**src/trajectory_knot_interpolator_macros.svh**
```systemverilog
// Assertion macros shared by the knot interpolator RTL.
`ifndef TRAJECTORY_KNOT_INTERPOLATOR_MACROS_SVH
`define TRAJECTORY_KNOT_INTERPOLATOR_MACROS_SVH
// Implication checked on every clock edge, off during reset.
`define TKI_ASSERT_IMPL(label, clk, rst_n, ante, cons, msg) \
    label: assert property (@(posedge clk) disable iff (!rst_n) (ante) |-> (cons)) \
        else $error(msg);
// Implication whose consequent is checked in the cycle after the antecedent.
`define TKI_ASSERT_NEXT(label, clk, rst_n, ante, cons, msg) \
    label: assert property (@(posedge clk) disable iff (!rst_n) (ante) |=> (cons)) \
        else $error(msg);
`endif

```
**src/tki_pkg.sv**
```systemverilog
// Shared types and constants of the trajectory knot interpolator.
package tki_pkg;
    localparam int unsigned TimeW = 32;
    localparam int unsigned PosW  = 32;
    localparam int unsigned DigW  = 2;

    localparam logic [1:0] StOk       = 2'd0;
    localparam logic [1:0] StNoKnots  = 2'd1;
    localparam logic [1:0] StOverflow = 2'd2;

    localparam logic OpLoad  = 1'b0;
    localparam logic OpQuery = 1'b1;

    localparam logic CfgStart = 1'b0;
    localparam logic CfgEnd   = 1'b1;

    // Divider request: magnitude-times-dt dividend and divisor.
    typedef struct packed {
        logic        start;
        logic [63:0] dividend;
        logic [31:0] divisor;
    } div_req_t;

    typedef struct packed {
        logic        done;
        logic        busy;
        logic [31:0] quotient;
    } div_rsp_t;
endpackage

```
**src/tki_serial_mult.sv**
```systemverilog
// Digit-serial unsigned multiplier, 32 by 32, two multiplier bits a cycle.
module tki_serial_mult
(
    input  logic        clk,
    input  logic        rst_n,
    input  logic        start,
    input  logic [31:0] a,
    input  logic [31:0] b,
    output logic        done,
    output logic [63:0] product
);
    logic [63:0] acc_reg, acc_next;
    logic [31:0] mcand_reg, mcand_next;
    logic [31:0] mplier_reg, mplier_next;
    logic [4:0]  cnt_reg, cnt_next;
    logic        busy_reg, busy_next;
    logic        done_reg, done_next;
    logic [33:0] pp;

    // one radix-4 digit: partial product of the low two multiplier bits
    always_comb
    begin
        pp = ({2'b00, mcand_reg} & {34{mplier_reg[0]}})
           + ({1'b0, mcand_reg, 1'b0} & {34{mplier_reg[1]}});
        acc_next    = acc_reg;
        mcand_next  = mcand_reg;
        mplier_next = mplier_reg;
        cnt_next    = cnt_reg;
        busy_next   = busy_reg;
        done_next   = 1'b0;
        if (start)
        begin
            acc_next    = '0;
            mcand_next  = a;
            mplier_next = b;
            cnt_next    = '0;
            busy_next   = 1'b1;
        end
        else if (busy_reg)
        begin
            // add at the top, shift right two bits
            acc_next    = {({2'b00, acc_reg[63:32]} + pp), acc_reg[31:2]};
            mplier_next = {2'b00, mplier_reg[31:2]};
            cnt_next    = cnt_reg + 5'd1;
            if (cnt_reg == 5'd15)
            begin
                busy_next = 1'b0;
                done_next = 1'b1;
            end
        end
    end

    always_ff @(posedge clk or negedge rst_n)
    begin
        if (!rst_n)
        begin
            busy_reg <= 1'b0;
            done_reg <= 1'b0;
            cnt_reg  <= '0;
        end
        else
        begin
            busy_reg <= busy_next;
            done_reg <= done_next;
            cnt_reg  <= cnt_next;
        end
    end

    always_ff @(posedge clk)
    begin
        acc_reg    <= acc_next;
        mcand_reg  <= mcand_next;
        mplier_reg <= mplier_next;
    end

    assign done    = done_reg;
    assign product = acc_reg;
endmodule

```
**src/tki_serial_div.sv**
```systemverilog
// Bit-serial restoring divider: 64-bit dividend by 32-bit divisor, one bit a cycle.
module tki_serial_div
(
    input  logic              clk,
    input  logic              rst_n,
    input  tki_pkg::div_req_t req,
    output tki_pkg::div_rsp_t rsp
);
    logic [63:0] num_reg, num_next;
    logic [32:0] rem_reg, rem_next;
    logic [31:0] den_reg, den_next;
    logic [5:0]  cnt_reg, cnt_next;
    logic        busy_reg, busy_next;
    logic        done_reg, done_next;
    logic [33:0] trial;
    logic [32:0] shifted;

    // quotient bits shift into num_reg; quotient fits 32 bits since dt < dur
    always_comb
    begin
        shifted   = {rem_reg[31:0], num_reg[63]};
        trial     = {1'b0, shifted} - {2'b00, den_reg};
        num_next  = num_reg;
        rem_next  = rem_reg;
        den_next  = den_reg;
        cnt_next  = cnt_reg;
        busy_next = busy_reg;
        done_next = 1'b0;
        if (req.start)
        begin
            num_next  = req.dividend;
            rem_next  = '0;
            den_next  = req.divisor;
            cnt_next  = '0;
            busy_next = 1'b1;
        end
        else if (busy_reg)
        begin
            if (trial[33])
            begin
                rem_next = shifted;
                num_next = {num_reg[62:0], 1'b0};
            end
            else
            begin
                rem_next = trial[32:0];
                num_next = {num_reg[62:0], 1'b1};
            end
            cnt_next = cnt_reg + 6'd1;
            if (cnt_reg == 6'd63)
            begin
                busy_next = 1'b0;
                done_next = 1'b1;
            end
        end
    end

    always_ff @(posedge clk or negedge rst_n)
    begin
        if (!rst_n)
        begin
            busy_reg <= 1'b0;
            done_reg <= 1'b0;
            cnt_reg  <= '0;
        end
        else
        begin
            busy_reg <= busy_next;
            done_reg <= done_next;
            cnt_reg  <= cnt_next;
        end
    end

    always_ff @(posedge clk)
    begin
        num_reg <= num_next;
        rem_reg <= rem_next;
        den_reg <= den_next;
    end

    assign rsp.done     = done_reg;
    assign rsp.busy     = busy_reg;
    assign rsp.quotient = num_reg[31:0];
endmodule

```
**src/tki_lerp.sv**
```systemverilog
// One-axis interpolation: |p1-p0| * dt serially, then serial divide by dur.
module tki_lerp
(
    input  logic        clk,
    input  logic        rst_n,
    input  logic        start,
    input  logic [31:0] p0,
    input  logic [31:0] p1,
    input  logic [31:0] dt,
    input  logic [31:0] dur,
    output logic        done,
    output logic [31:0] result
);
    `include "trajectory_knot_interpolator_macros.svh"

    logic [32:0] diff;
    logic        neg_reg;
    logic [32:0] mag;
    logic [31:0] p0_reg;
    logic [31:0] dur_reg;
    logic        mul_done;
    logic [63:0] product;
    tki_pkg::div_req_t dreq;
    tki_pkg::div_rsp_t drsp;

    // difference in 33 bits; magnitude at most 2^32-1 fits 32 bits
    always_comb
    begin
        diff = {p1[31], p1} - {p0[31], p0};
        mag  = diff[32] ? (~diff + 33'd1) : diff;
    end

    always_ff @(posedge clk)
    begin
        if (start)
        begin
            neg_reg <= diff[32];
            p0_reg  <= p0;
            dur_reg <= dur;
        end
    end

    tki_serial_mult u_mult
    (
        .clk     (clk),
        .rst_n   (rst_n),
        .start   (start),
        .a       (mag[31:0]),
        .b       (dt),
        .done    (mul_done),
        .product (product)
    );

    assign dreq.start    = mul_done;
    assign dreq.dividend = product;
    assign dreq.divisor  = dur_reg;

    tki_serial_div u_div
    (
        .clk   (clk),
        .rst_n (rst_n),
        .req   (dreq),
        .rsp   (drsp)
    );

    assign done   = drsp.done;
    assign result = neg_reg ? (p0_reg - drsp.quotient) : (p0_reg + drsp.quotient);

    `TKI_ASSERT_NEXT(a_div_follows_mult, clk, rst_n, mul_done, drsp.busy,
        "divider did not start after multiply")
    `TKI_ASSERT_IMPL(a_no_restart, clk, rst_n, drsp.busy, !mul_done,
        "multiply finished while divider busy")
    `TKI_ASSERT_IMPL(a_done_not_busy, clk, rst_n, drsp.done, !drsp.busy,
        "divider done while still busy")
endmodule

```
**config.mk**
```make
export PLATFORM = sky130hd
export DESIGN_NAME = tki_lerp
export DESIGN_NICKNAME = d
export VERILOG_FILES = /design/src/tki_pkg.sv /design/src/tki_serial_mult.sv /design/src/tki_serial_div.sv /design/src/tki_lerp.sv
export VERILOG_INCLUDE_DIRS = /design/src /design/src/src
export SDC_FILE = /design/constraint.sdc
export NUM_CORES = 1
export LEC_CHECK = 0
export BUFFER_PORTS_ARGS = -buffer_cell sky130_fd_sc_hd__buf_2
export CORE_MARGIN = 2
export CORE_UTILIZATION = 45
export DETAILED_ROUTE_END_ITERATION = 7
export PLACE_DENSITY_LB_ADDON = 0.1
export RECOVER_POWER = 100
export SLEW_MARGIN = 20
export SYNTH_ARGS = -nofsm -noshare
export SYNTH_HDL_FRONTEND = slang
export SYNTH_SLANG_ARGS = --single-unit
```
**constraint.sdc**
```tcl
create_clock -name clk -period 4.4 [get_ports clk]
set_input_delay 0.88 -clock clk [delete_from_list [all_inputs] [get_ports clk]]
set_output_delay 0.88 -clock clk [all_outputs]
set_load 0.05 [all_outputs]
```
# After elaboration in Yosys (flattened, before gate mapping)
# Index checks and enable logic that the tools add are counted.
# word_totals
register_bits,336
out_inout_bits,33
# op_classes
add_sub_neg,9
n_bitwise,3
n_eq_ne,2
n_reduce_logical,2
n_mux,24
# op_table
op,count
$mux 32,5
$mux 64,2
$add 32x34->34,1
$add 34x34->34,1
$and 32x34->34,1
$and 33x34->34,1
$sub 33x32->34,1
$sub 32x32->33,1
$add 32x1->32 const B,1
$add 32x32->32,1
$not 32->32,1
$sub 32x32->32,1
$mux 1,13
$mux 6,2
$mux 5,2
$add 6x1->6 const B,1
$eq 6x6->1 const B,1
$add 5x1->5 const B,1
$eq 5x4->1 const B,1
$reduce_bool 2->1,2

# Logic depth before layout (Yosys ltp)
# Gate-level depths: netlist of run 1.
# logic_depth
depth_word,4
depth_mapped,20
ltp_nobuf,20

# Hierarchy
# From an unflattened synthesis of run 1, not the netlist that was laid out.
# hier_totals
hier_cells,2137
area_unflattened_um2,21818.4
# by_module_without_submodules
mod,cells_each,area_each_um2,seq_area_each_um2,instances
tki_serial_mult,707,7694.9,3378.2,1
tki_serial_div,686,7601.0,3723.6,1
tki_lerp,744,6522.5,1951.9,1

# Worst setup path after synthesis of run 1
# OpenSTA, ideal clock, no wires.
# synth_path
path_kind,flip-flop to output port
from,register u_div.num_reg[5]
to,output result[31]
slack_ns,-0.809
stages_incl_launch_ff,16
arrival_time_ns,4.329
n_path_buf,0
path_cell_list,edfxtp_1 > or3_1 > nor3b_1 > a31oi_1 > xnor2_1 > ha_1 > and3_1 > nand2_1 > or2_2 > a211oi_1 > o21ai_0 > a2111o_1 > a31oi_1 > o21a_1 > nor2_1 > xnor2_1
# synth_between
elab_chain_len,2
word_cells_on_any_way,3
# synth_rtl
element,line,rtl
from (decl),tki_serial_div.sv:9,"logic [63:0] num_reg, num_next;"
from (signal assigned),tki_serial_div.sv:76,num_reg <= num_next;
$add 32x32->32 or $sub 32x32->32 (tied branches),tki_lerp.sv:67,assign result = neg_reg ? (p0_reg - drsp.quotient) : (p0_reg + drsp.quotient);
$mux 32 (*),tki_lerp.sv:67,
to (decl),tki_lerp.sv:12,output logic [31:0] result
# Every way passes the cells marked *; elsewhere a longest branch is shown, timed or not.

# Worst setup path after layout of run 1
# Same ends and word-level chain as after synthesis.

==> results.md, run 1 <==
- Avg Inst Size Synth: 9.98 um2
- Via density: 5.30
- Hold Crit Class: in -> async
- Synth Instances: 2166
- VDD IR-drop max: 0.000481 V
- I/O Buffers: 163
- GRT Residual Overflow: 0
- Largest net degree at the start of global routing: 104
- Site Rows: 80
- Placed cell area: 25200 um2
- Busiest grt layer: met2
- Starting DRC count in detailed routing: 841
- Crit end category: output pin
- Worst-path cell chain: or3_4, nor3b_4, buf_6, nand3b_1, or2_4, nor4_2, nor2_1, xnor2_1, ha_1, nand2_2, buf_6, o21ai_4, nor3_4, a2111o_1, a31oi_4, o21a_1, nor2_4, xnor2_4, buf_6
- Synth area leaders: edfxtp_1 (31%), dfxtp_1 (8.9%), ha_1 (7.7%), xnor2_1 (4.7%), mux2_2 (4.6%)
- Mapped cell area: 21600 um2
- Switching power share of the total: 0.363
- Worst setup path start: u_div.num_reg[5]
- Post-Route WL: 55000 um
- Total track usage: 0.219
- FMAX: 186 MHz
- Slowest stage cell on the critical path: a2111o_1
- Routing usage on met3: 0.0353
- Bufs on Longest Clock Path: 3
- Final instance area: 27400 um2
- CTS tree: yes
- Ports: 164
- Final Hold Fails: 0
- Layout cells sized above 1: 0.269
- Worst R2R Start: u_mult.mplier_reg[0]
- WP buf/inv: 3
- Inserted Clock Buffers: 39
- Reg2reg path depth: 17
- NetSw: 4810 uW
- Number of global-route vias before repair: 17200
- Mux share of post-synthesis cell area: 0.0838
- Drc violations: 0
- M2 GR Usage: 0.352
- CP Launch Type: flop
- Clock Power Share: 0.254
- Final setup vio count: 26
- FFs w/ async S/R, synth: 0.0446
- Post-DP HPWL: 39900 um
- Power per cell area: 483 nW/um2
- Largest family of logic cells by synthesized area: compound AO/OA/AOI/OAI gates
- Crit-path most repeated cell: buf_6
- Post-synthesis xor/xnor area fraction: 0.0636
- Combinational fraction of design power: 0.441
- Synth Area in Adders: 0.109
- Final cell count without fillers: 3246
- P_leak: 0.0122 uW
- Place WS: -0.507 ns
- Die X: 223 um
- Dpl cells: 3137
- Syn nets: 2465
- Core Box Area: 47500 um2
- Final WS setup: -0.968 ns
- Failing checks: max-capacitance violations, max-slew violations, negative setup slack
- Nets: 2898
- Worst-Skew Late Latency: 0.57 ns
- Final Cycle Share: 1.22
- Die Height: 223 um
- Total of max-cap violations: 2
- Placer Congestion: 0.960
- Initial cell density of the core: 0.455
- CP arrival: 4.49 ns
- Status: finished with violations
- Final min period: 5.37 ns
- WP data required: 3.52 ns
- Die ar.: 49800 um2
- Number of synthesized flops with an enable pin: 225
- Synth top area share: 0.313
- Final Util: 0.577
- Crit path max-delay family: simple AND/OR/NAND/NOR gates
- Yosys reg bits: 336
- CTS root buffer: clkbuf_16
- Fill cells: 4158
- FF-to-FF End: u_mult.product[62]
- Drt first pass iters: 5
- Most used DFF post-synth: edfxtp_1
- Final Max Tran Viols: 163
- RSZ-0062 raised after global routing: true
- Routed Antenna Nets: 0
- Flop2flop setup slack: -0.13 ns
- Area Growth Syn to Fin: 27.0%
- CTS Sinks: 336
- Initial antenna violation count: 1
- Seq/Total Area, Yosys: 0.419
- WL/cell: 16.9 um
- Maximum fanout along the worst path: 3
- Setup CP Type: reg -> out
- Yosys warning total: 0
- Fin Clk Skew: 0.0255 ns
- Synth area leader: edfxtp_1
- Netlist cell types: 84
- Detailed-route via count: 17200
- Share of total power in sequential cells: 0.305
- P_int: 8440 uW
- Slew @ Worst Pin: 2.54 ns
- CTS clk-pin slew, worst paths: 0.06 ns
- CP max stage delay: 0.48 ns
- First-pass GRT wire length: 87900 um
- Global Route met1 Usage: 0.301
- Slew Limit Headroom: -0.690
- H-Tree Depth: 2
- Fraction of the mapped netlist area in compound gates: 0.150
- Post-Synth Simple-Gate Area: 0.125
[cells in the final DEF (no fill, tap or decap), types with 13 or more instances in the layout]
cell type	synthesis	layout
dfxtp_1	96	96
clkbuf_16	0	42
nand3_1	26	26
a211oi_1	44	41
nand4_1	18	18
and2_1	21	17
o31ai_1	13	13
nor2_1	192	184
mux2i_1	82	81
buf_6	0	38
a21oi_2	1	16
xor2_1	42	36
ha_1	133	129
fa_1	35	33
buf_2	3	100
nor3_1	37	28
o21ai_1	7	16
a21oi_1	116	100
a21o_1	62	62
nand2b_1	24	23
xnor2_1	115	101
inv_1	200	197
dfrtp_1	15	13
o211ai_1	13	13
buf_4	1	275
o21ai_0	87	70
nand2_1	152	144
edfxtp_1	225	225
or3_1	17	16
clkbuf_1	66	53
o21a_1	25	25
mux2_2	88	85
[worst reg2reg max path: cells and delay by family (launching register included)]
kind	cells	cell delay, ns
fa+ha+maj	2	0.82
compound gates	8	1.87
simple gates	2	0.19
xor+xnor	1	0.15
mux	1	0.13
buf+inv	3	0.76
flops	1	0.46
[layer usage]
layer | up-vias | part of all wire
li1 | 8620 | -
met1 | 8146 | 0.48
met2 | 343 | 0.45
met3 | 83 | 0.043
met4 | 0 | 0.031
met5 | - | 0
[layout make-up]
| cell class | instances | area, um2 | area share |
|---|---|---|---|
| Multi-Input combinational cell | 1549 | 12200 | 0.446 |
| Antenna cell | 1 | 2.50 | 0.0000912 |
| Tap cell | 615 | 769 | 0.0280 |
| Clock buffer | 56 | 1150 | 0.0420 |
| Clock inverter | 16 | 199 | 0.00725 |
| Inverter | 200 | 751 | 0.0274 |
| Timing Repair Buffer | 473 | 3270 | 0.119 |
| Sequential cell | 336 | 9060 | 0.330 |
[logic make-up after synthesis]
family / Yosys count
AND/OR/NAND/NOR: 568
buffers and inverters: 281
XOR/XNOR: 157
adder cells (fa/ha/maj): 168
multiplexers: 170
AO/OA/AOI/OAI: 486
flip-flops: 336
[power by group through the flow]
stage / registers (uW) / clock network, uW / logic, uW
floorplan: 4000 / 0 / 3940
global placement: 4090 / 0 / 5280
detailed placement: 4100 / 0 / 5360
CTS: 4030 / 3470 / 5680
global route: 4080 / 3590 / 6470
finish: 4040 / 3370 / 5850
[cells in the mapped netlist (6+ instances only)]
master	n
nor3b_1	6
and3_1	11
nand4_1	18
dfxtp_1	96
nand3_1	26
or3_1	17
mux2i_1	82
o21ai_0	87
nor2_1	192
a211oi_1	44
nand2b_1	24
a21boi_0	7
clkbuf_1	66
a21oi_1	116
nor4_1	11
o21a_1	25
inv_1	200
nor2b_1	10
nand2_1	152
fa_1	35
and4_1	7
xnor2_1	115
o21bai_1	14
o211ai_1	13
dfrtp_1	15
o21ai_1	7
mux2_2	88
a31oi_1	16
ha_1	133
buf_1	11
edfxtp_1	225
nor3_1	37
o2111ai_1	6
xor2_1	42
or2_2	11
o22ai_1	9
and2_1	21
a21o_1	62
nand3b_1	10
a211o_1	7
o31ai_1	13
[worst max path at each step]
stage	endpoint	slack, ns	depth (start not counted)
after detailed placement	result[31]	-0.51	19
after global routing	result[31]	-1.15	19
after floorplan	result[31]	-0.20	15
after global placement	result[31]	-0.44	17
final	result[31]	-0.97	19
after CTS	result[31]	-0.92	19
[metrics by stage]
stage | hold slack (ns) | power, uW | TNS [ns]
after CTS | 0.184 | 13200 | -11.02
after floorplan | 0.400 | 7940 | -0.649
after global placement | 0.401 | 9370 | -3.32
final | 0.375 | 13300 | -13.33
after global routing | 0.420 | 14100 | -20.11
after detailed placement | 0.405 | 9460 | -4.51
[timing repair]
| item | CTS | global route |
|---|---|---|
| gates resized for setup | 124 | 70 |
| setup buffers | 24 | 20 |
| hold buffers | 0 | 0 |
| pin swaps | 63 | 31 |
| endpoints found under the setup margin | 24 | 27 |
Power figures use the tool's default switching activity.
==> inputs of run 2 (changes only) <==
- ABC_AREA: not set -> 1
==> run 2 against run 1 <==
The flow still finishes with violations (max-capacitance violations, max-slew violations, negative setup slack); die area up 4.6%; synthesized area grew 4.7%; hold slack gained 0.038 ns; sequential power grew 19%; cell count up 21%; flip-flop and latch count stayed put; via count increased by 15%; routed wire length increased by 17%; critical path depth rose by 3; maximum frequency rose by 8.8%; critical path type unchanged.
==> results.md, run 2 <==
- Hold WS: 0.413 ns
- Yosys warning total: 0
- Slew @ Worst Pin: 3.22 ns
- Dpl cells: 3837
- Total of max-cap violations: 7
- Drc violations: 0
- Avg Inst Size Synth: 7.58 um2
- Via density: 5.04
- Antenna fix cells: 0
- Routed Antenna Nets: 0
- FFs w/ async S/R, synth: 0.0446
- Worst-path cell chain: inv_2, ha_4, nand2_4, nor2_4, nand3_2, nor2_4, nand4_1, inv_2, nand3_2, o21ai_2, o21ai_0, xor2_1, ha_1, buf_4, inv_1, o21bai_1, buf_4, a31oi_1, o21ai_0, a21oi_2, xnor2_2, buf_6
- Synth top area share: 0.298
- Nets: 3521
- Final min period: 4.94 ns
- Final Hold Fails: 0
- First-pass GRT wire length: 103000 um
- Die ar.: 52100 um2
- Final Max Tran Viols: 403
- Yosys reg bits: 336
- Largest net degree at the start of global routing: 88
- Total track usage: 0.245
- Met1 WL: 30400 um
- Synth Instances: 2985
- Starting DRC count in detailed routing: 1280
- CTS root buffer: clkbuf_16
- H-Tree Depth: 2
- Initial antenna violation count: 2
- Final Cycle Share: 1.12
- GRT Residual Overflow: 0
- Count leader, synth: nand2_1
- Inserted Clock Buffers: 38
- Mapped cell area: 22600 um2
- Failing checks: max-capacitance violations, max-slew violations, negative setup slack
- CP Launch Type: flop
- Crit path max-delay family: compound AO/OA/AOI/OAI gates
- WP buf/inv: 6
- Setup CP Type: reg -> out
- Post-DP HPWL: 49300 um
- Placer Congestion: 0.917
- Slew Limit Headroom: -1.15
- Site Rows: 82
- Status: finished with violations
- Number of global-route vias before repair: 19700
- CP max stage delay: 0.41 ns
- Final WS setup: -0.536 ns
- Hold Crit Class: in -> async
- Die X: 228 um
- DR WL met2: 28900 um
- Seq/Total Area, Yosys: 0.400
- Final cell count without fillers: 3924
- Syn nets: 3284
- Ports: 164
- Met3 routed WL: 2790 um
- CTS tree: yes
- Drt first pass iters: 5
- Detailed-route via count: 19800
- Worst-Skew Late Latency: 0.57 ns
- Bufs on Longest Clock Path: 3
- Slowest stage cell on the critical path: edfxtp_1
- WP data required: 3.52 ns
- RSZ-0062 raised after global routing: true
- FMAX: 203 MHz
- CP arrival: 4.06 ns
- Initial cell density of the core: 0.454
- VDD IR-drop max: 0.00120 V
- Synth area leader: edfxtp_1
- I/O Buffers: 163
- Netlist cell types: 52
- Hold_buf cts: 0
- Core Box Area: 49900 um2
- Flop2flop setup slack: -0.27 ns
- P_leak: 0.0128 uW
- Commonest non-fill, non-tap cells in the layout: nand2_1 (825), inv_1 (522), edfxtp_1 (225)
- Synth area leaders: edfxtp_1 (30%), nand2_1 (14%), inv_1 (8.8%), dfxtp_1 (8.5%), ha_1 (7.4%)
- Commonest non-fill, non-tap cell in the layout: nand2_1
- DR top layer: met5
- Die Height: 228 um
- Most used DFF post-synth: edfxtp_1
- WL/cell: 16.4 um
- CTS clk-pin slew, worst paths: 0.06 ns
- Post-Route WL: 64300 um
- Area Growth Syn to Fin: 18.7%
- Layout cells sized above 1: 0.138
- Worst R2R Start: u_mult.mplier_reg[0]
- Final setup vio count: 25
- Crit end category: output pin
- FF-to-FF End: u_mult.product[57]
- Fin Clk Skew: 0.0271 ns
- CTS Sinks: 336
- Maximum fanout along the worst path: 3
- Number of synthesized flops with an enable pin: 225
- Power per cell area: 704 nW/um2
- Post-synth top cells: nand2_1 (843), inv_1 (528), edfxtp_1 (225)
- Reg2reg path depth: 20
==> run 2: cell count changes in the layout (fill, tap and decap cells not counted), sizes merged, moves of 41 or more <==
| cell | change |
|---|---|
| o21ai | +108 |
| mux2i | -82 |
| nand2 | +711 |
| mux2 | -88 |
| nand3 | +93 |
| buf | -215 |
| a21o | -48 |
| xnor2 | -79 |
| a211oi | -41 |
| inv | +335 |
==> run 2: cell type report <==
cell class                 instances  area (um2)
tap                              672         841
sequential                       336        9050
timing repair buffer             258        1570
clock inverter                    20         250
multi-input combinational       2051       12100
clock buffer                      50        1090
fill                            4987       23000
inverter                         537        2020
==> run 2: cell families after synthesis <==
| logic type | count (synthesis) | share of synthesized area |
|---|---|---|
| flops | 336 | 0.400 |
| buf+inv | 598 | 0.100 |
| xor+xnor | 114 | 0.0441 |
| compound gates | 484 | 0.119 |
| simple gates | 1285 | 0.232 |
| fa+ha+maj | 168 | 0.104 |
==> run 2: worst max-delay path by stage <==
| stage | from | to | cells past startpoint |
|---|---|---|---|
| final | u_div.num_reg[0] | result[31] | 22 |
| after global routing | u_div.num_reg[0] | result[29] | 21 |
| after CTS | u_div.num_reg[0] | result[29] | 21 |
| after detailed placement | u_div.num_reg[0] | result[29] | 21 |
| after global placement | u_div.num_reg[0] | result[31] | 21 |
| after floorplan | u_div.num_reg[0] | result[30] | 20 |
==> run 2: per-stage QoR <==
stage | setup TNS [ns] | power (uW) | utilization | instance area [um2] | setup slack, ns
floorplan | 0 | 11600 | - | 22700 | 0.0420
global placement | -0.499 | 14200 | 0.495 | 24700 | -0.162
detailed placement | -0.967 | 14300 | 0.495 | 24700 | -0.236
CTS | -5.37 | 18700 | 0.536 | 26700 | -0.606
global route | -16.08 | 20300 | 0.539 | 26900 | -0.758
finish | -5.94 | 18900 | 0.539 | 26900 | -0.536
==> run 2: per-layer routing <==
metal	vias to the layer above	global-route usage
li1	10100	-
met5	-	0
met4	2	0.0837
met3	108	0.0349
met1	9125	0.337
met2	450	0.397
==> run 2: power breakdown <==
part           switching [uW]  internal [uW]  leakage (uW)  total, uW
clock                    1400           1960      0.000652       3360
sequential                456           4330       0.00319       4790
combinational            6890           3900       0.00898      10800
total                    8740          10200        0.0128      18900
==> run 2: timing repair <==
action                     CTS  global route
setup buffers               15             3
resized for setup          160            65
setup endpoints to repair   21            24
pin swaps                   52            37
==> inputs of run 3 (changes only) <==
- CELL_PAD_IN_SITES_DETAIL_PLACEMENT: not set -> 2
- CELL_PAD_IN_SITES_GLOBAL_PLACEMENT: not set -> 2
- CORE_UTILIZATION: 45 -> 33
==> run 3 against run 2 <==
The run still ends with max-capacitance violations, max-slew violations, negative setup slack left; design area increased by 2.8%; die area increased by 36%; sequential share of layout area decreased by 0.92 points; global-route usage decreased by 1.2 points; sequential power increased by 0.8%; setup slack got worse by 0.012 ns; critical path depth decreased by 1; via count increased by 4.6%; first-iteration DRC count decreased by 32%; clock skew decreased by 0.0020 ns; clock power increased by 6.2%; largest power group unchanged.
==> results.md, run 3 (synthesis results as in run 2) <==
- Status: finished with violations
- Failing checks: max-capacitance violations, max-slew violations, negative setup slack
- Power per cell area: 726 nW/um2
- Layout cells sized above 1: 0.150
- Fill cells: 7896
- Hold WS: 0.387 ns
- Die X: 266 um
- Final Hold Fails: 0
- P_leak: 0.0130 uW
- Slew Limit Headroom: -0.997
- CP Launch Type: flop
- Ports: 164
- Setup CP Type: reg -> out
- Die Height: 266 um
- Final setup vio count: 21
- Crit-path most repeated cell: buf_4
- CTS clk-pin slew, worst paths: 0.06 ns
- Bufs on Longest Clock Path: 3
- CTS Sinks: 336
- CP max stage delay: 0.42 ns
- Placer Congestion: 0.867
- Commonest non-fill, non-tap cells in the layout: nand2_1 (824), inv_1 (518), edfxtp_1 (225)
- Final min period: 4.95 ns
- CTS root buffer: clkbuf_16
- I/O Buffers: 163
- Final WS setup: -0.549 ns
- Reg2reg path depth: 4
- Slowest stage cell on the critical path: edfxtp_1
- WP data required: 3.52 ns
- Maximum fanout along the worst path: 3
- Crit end category: output pin
- Starting DRC count in detailed routing: 868
- Flop2flop setup slack: 0.35 ns
- Post-Route WL: 82900 um
- Routed Antenna Nets: 0
- Worst-Skew Late Latency: 0.60 ns
- Area Growth Syn to Fin: 22.1%
- Core Box Area: 68200 um2
- Number of global-route vias before repair: 23300
- Nets: 3551
- Via density: 4.96
- Die ar.: 70700 um2
- Initial cell density of the core: 0.332
- GRT Residual Overflow: 0
- Drc violations: 0
- Site Rows: 96
- Detailed-route via count: 20700
- RSZ-0062 raised after global routing: true
- Largest net degree at the start of global routing: 77
- Antenna fix cells: 0
- H-Tree Depth: 2
- Slew @ Worst Pin: 2.99 ns
- FF-to-FF End: u_div.num_reg[55]
- Post-DP HPWL: 64600 um
- Commonest non-fill, non-tap cell in the layout: nand2_1
- WL/cell: 19.9 um
- Final Max Tran Viols: 282
- Initial antenna violation count: 1
- VDD IR-drop max: 0.000830 V
- Hold Crit Class: in -> async
- Drt first pass iters: 5
- Total track usage: 0.233
- Total of max-cap violations: 6
- CP arrival: 4.07 ns
- Fin Clk Skew: 0.0251 ns
- Inserted Clock Buffers: 43
- Final Cycle Share: 1.12
- FMAX: 202 MHz
- CTS tree: yes
- Worst-path cell chain: inv_2, ha_4, nand2_4, nor2_4, nand3_2, nor2_4, buf_4, buf_6, nand3_4, o21ai_2, xor2_1, ha_1, buf_6, nand2_4, o21ai_4, a21oi_2, o211ai_1, buf_4, a41oi_2, xor2_1, buf_4
- First-pass GRT wire length: 130000 um
- Worst R2R Start: u_mult.done
- Fin Setup TNS: -7.44 ns
-- run 3: cell count changes in the layout (fill, tap and decap cells not counted), moves of 4 or more --
cell and delta:
buf_4 +16, buf_6 +10, clkbuf_1 +7, clkbuf_16 +4, inv_1 -4, nand3_2 -4
nand3_4 +4, nor2_4 +4, o21ai_2 +5, xor2_1 -4
-- run 3: where the power goes --
group	switching [uW]	internal, uW
Sequential	509	4320
Combinational	7490	4160
Clock	1510	2060
Total	9510	10500
-- run 3: cell type report --
type	instances	area, um2	area share
tap	882	1100	0.0399
timing repair buffer	283	1800	0.0651
sequential	336	9050	0.328
clock buffer	59	1210	0.0437
inverter	537	2020	0.0731
clock inverter	20	214	0.00774
multi-input combinational	2051	12200	0.443
-- run 3: repair_timing --
action	in CTS	in global routing
hold buffers	0	0
gates resized for setup	152	118
cloned	0	0
setup buffers	12	12
endpoints found under the setup margin	23	25
hold endpoints to repair	0	0
pin swaps	43	56
-- run 3: routing by layer --
layer	track usage	wire length [um]	share of wire	up-vias
li1	-	-	-	10100
met1	0.295	37400	0.45	10200
met2	0.424	41900	0.50	250
met3	0.0279	2060	0.025	84
met4	0.0486	1610	0.019	2
met5	0	16	0.00019	-
-- run 3: how the worst max path moves through the flow --
stage | from | endpoint | slack (ns) | cells after the start
CTS | u_div.num_reg[0] | result[31] | -0.61 | 22
floorplan | u_div.num_reg[0] | result[30] | 0.04 | 20
global route | u_div.num_reg[0] | result[30] | -0.80 | 20
global placement | u_div.num_reg[0] | result[29] | -0.33 | 21
finish | u_div.num_reg[0] | result[30] | -0.55 | 21
detailed placement | u_div.num_reg[0] | result[31] | -0.60 | 20
-- run 3: per-stage QoR --
step	utilization	std cells	total power [uW]	setup WS [ns]	cell area, um2
after detailed placement	0.368	4067	14900	-0.601	25100
final	0.405	4168	20100	-0.549	27600
after global placement	0.368	4067	14500	-0.332	25100
after floorplan	-	2985	11600	0.0420	22700
after CTS	0.398	4158	19500	-0.609	27200
after global routing	0.405	4168	21500	-0.799	27600
-- run 3: critical path, delay by kind of cell (launching register included) --
kind,cells,cell delay [ns]
buffers and inverters,6,0.87
AO/OA/AOI/OAI,5,0.68
AND/OR/NAND/NOR,6,0.58
adder cells (fa/ha/maj),2,0.49
XOR/XNOR,2,0.46
flip-flops,1,0.42
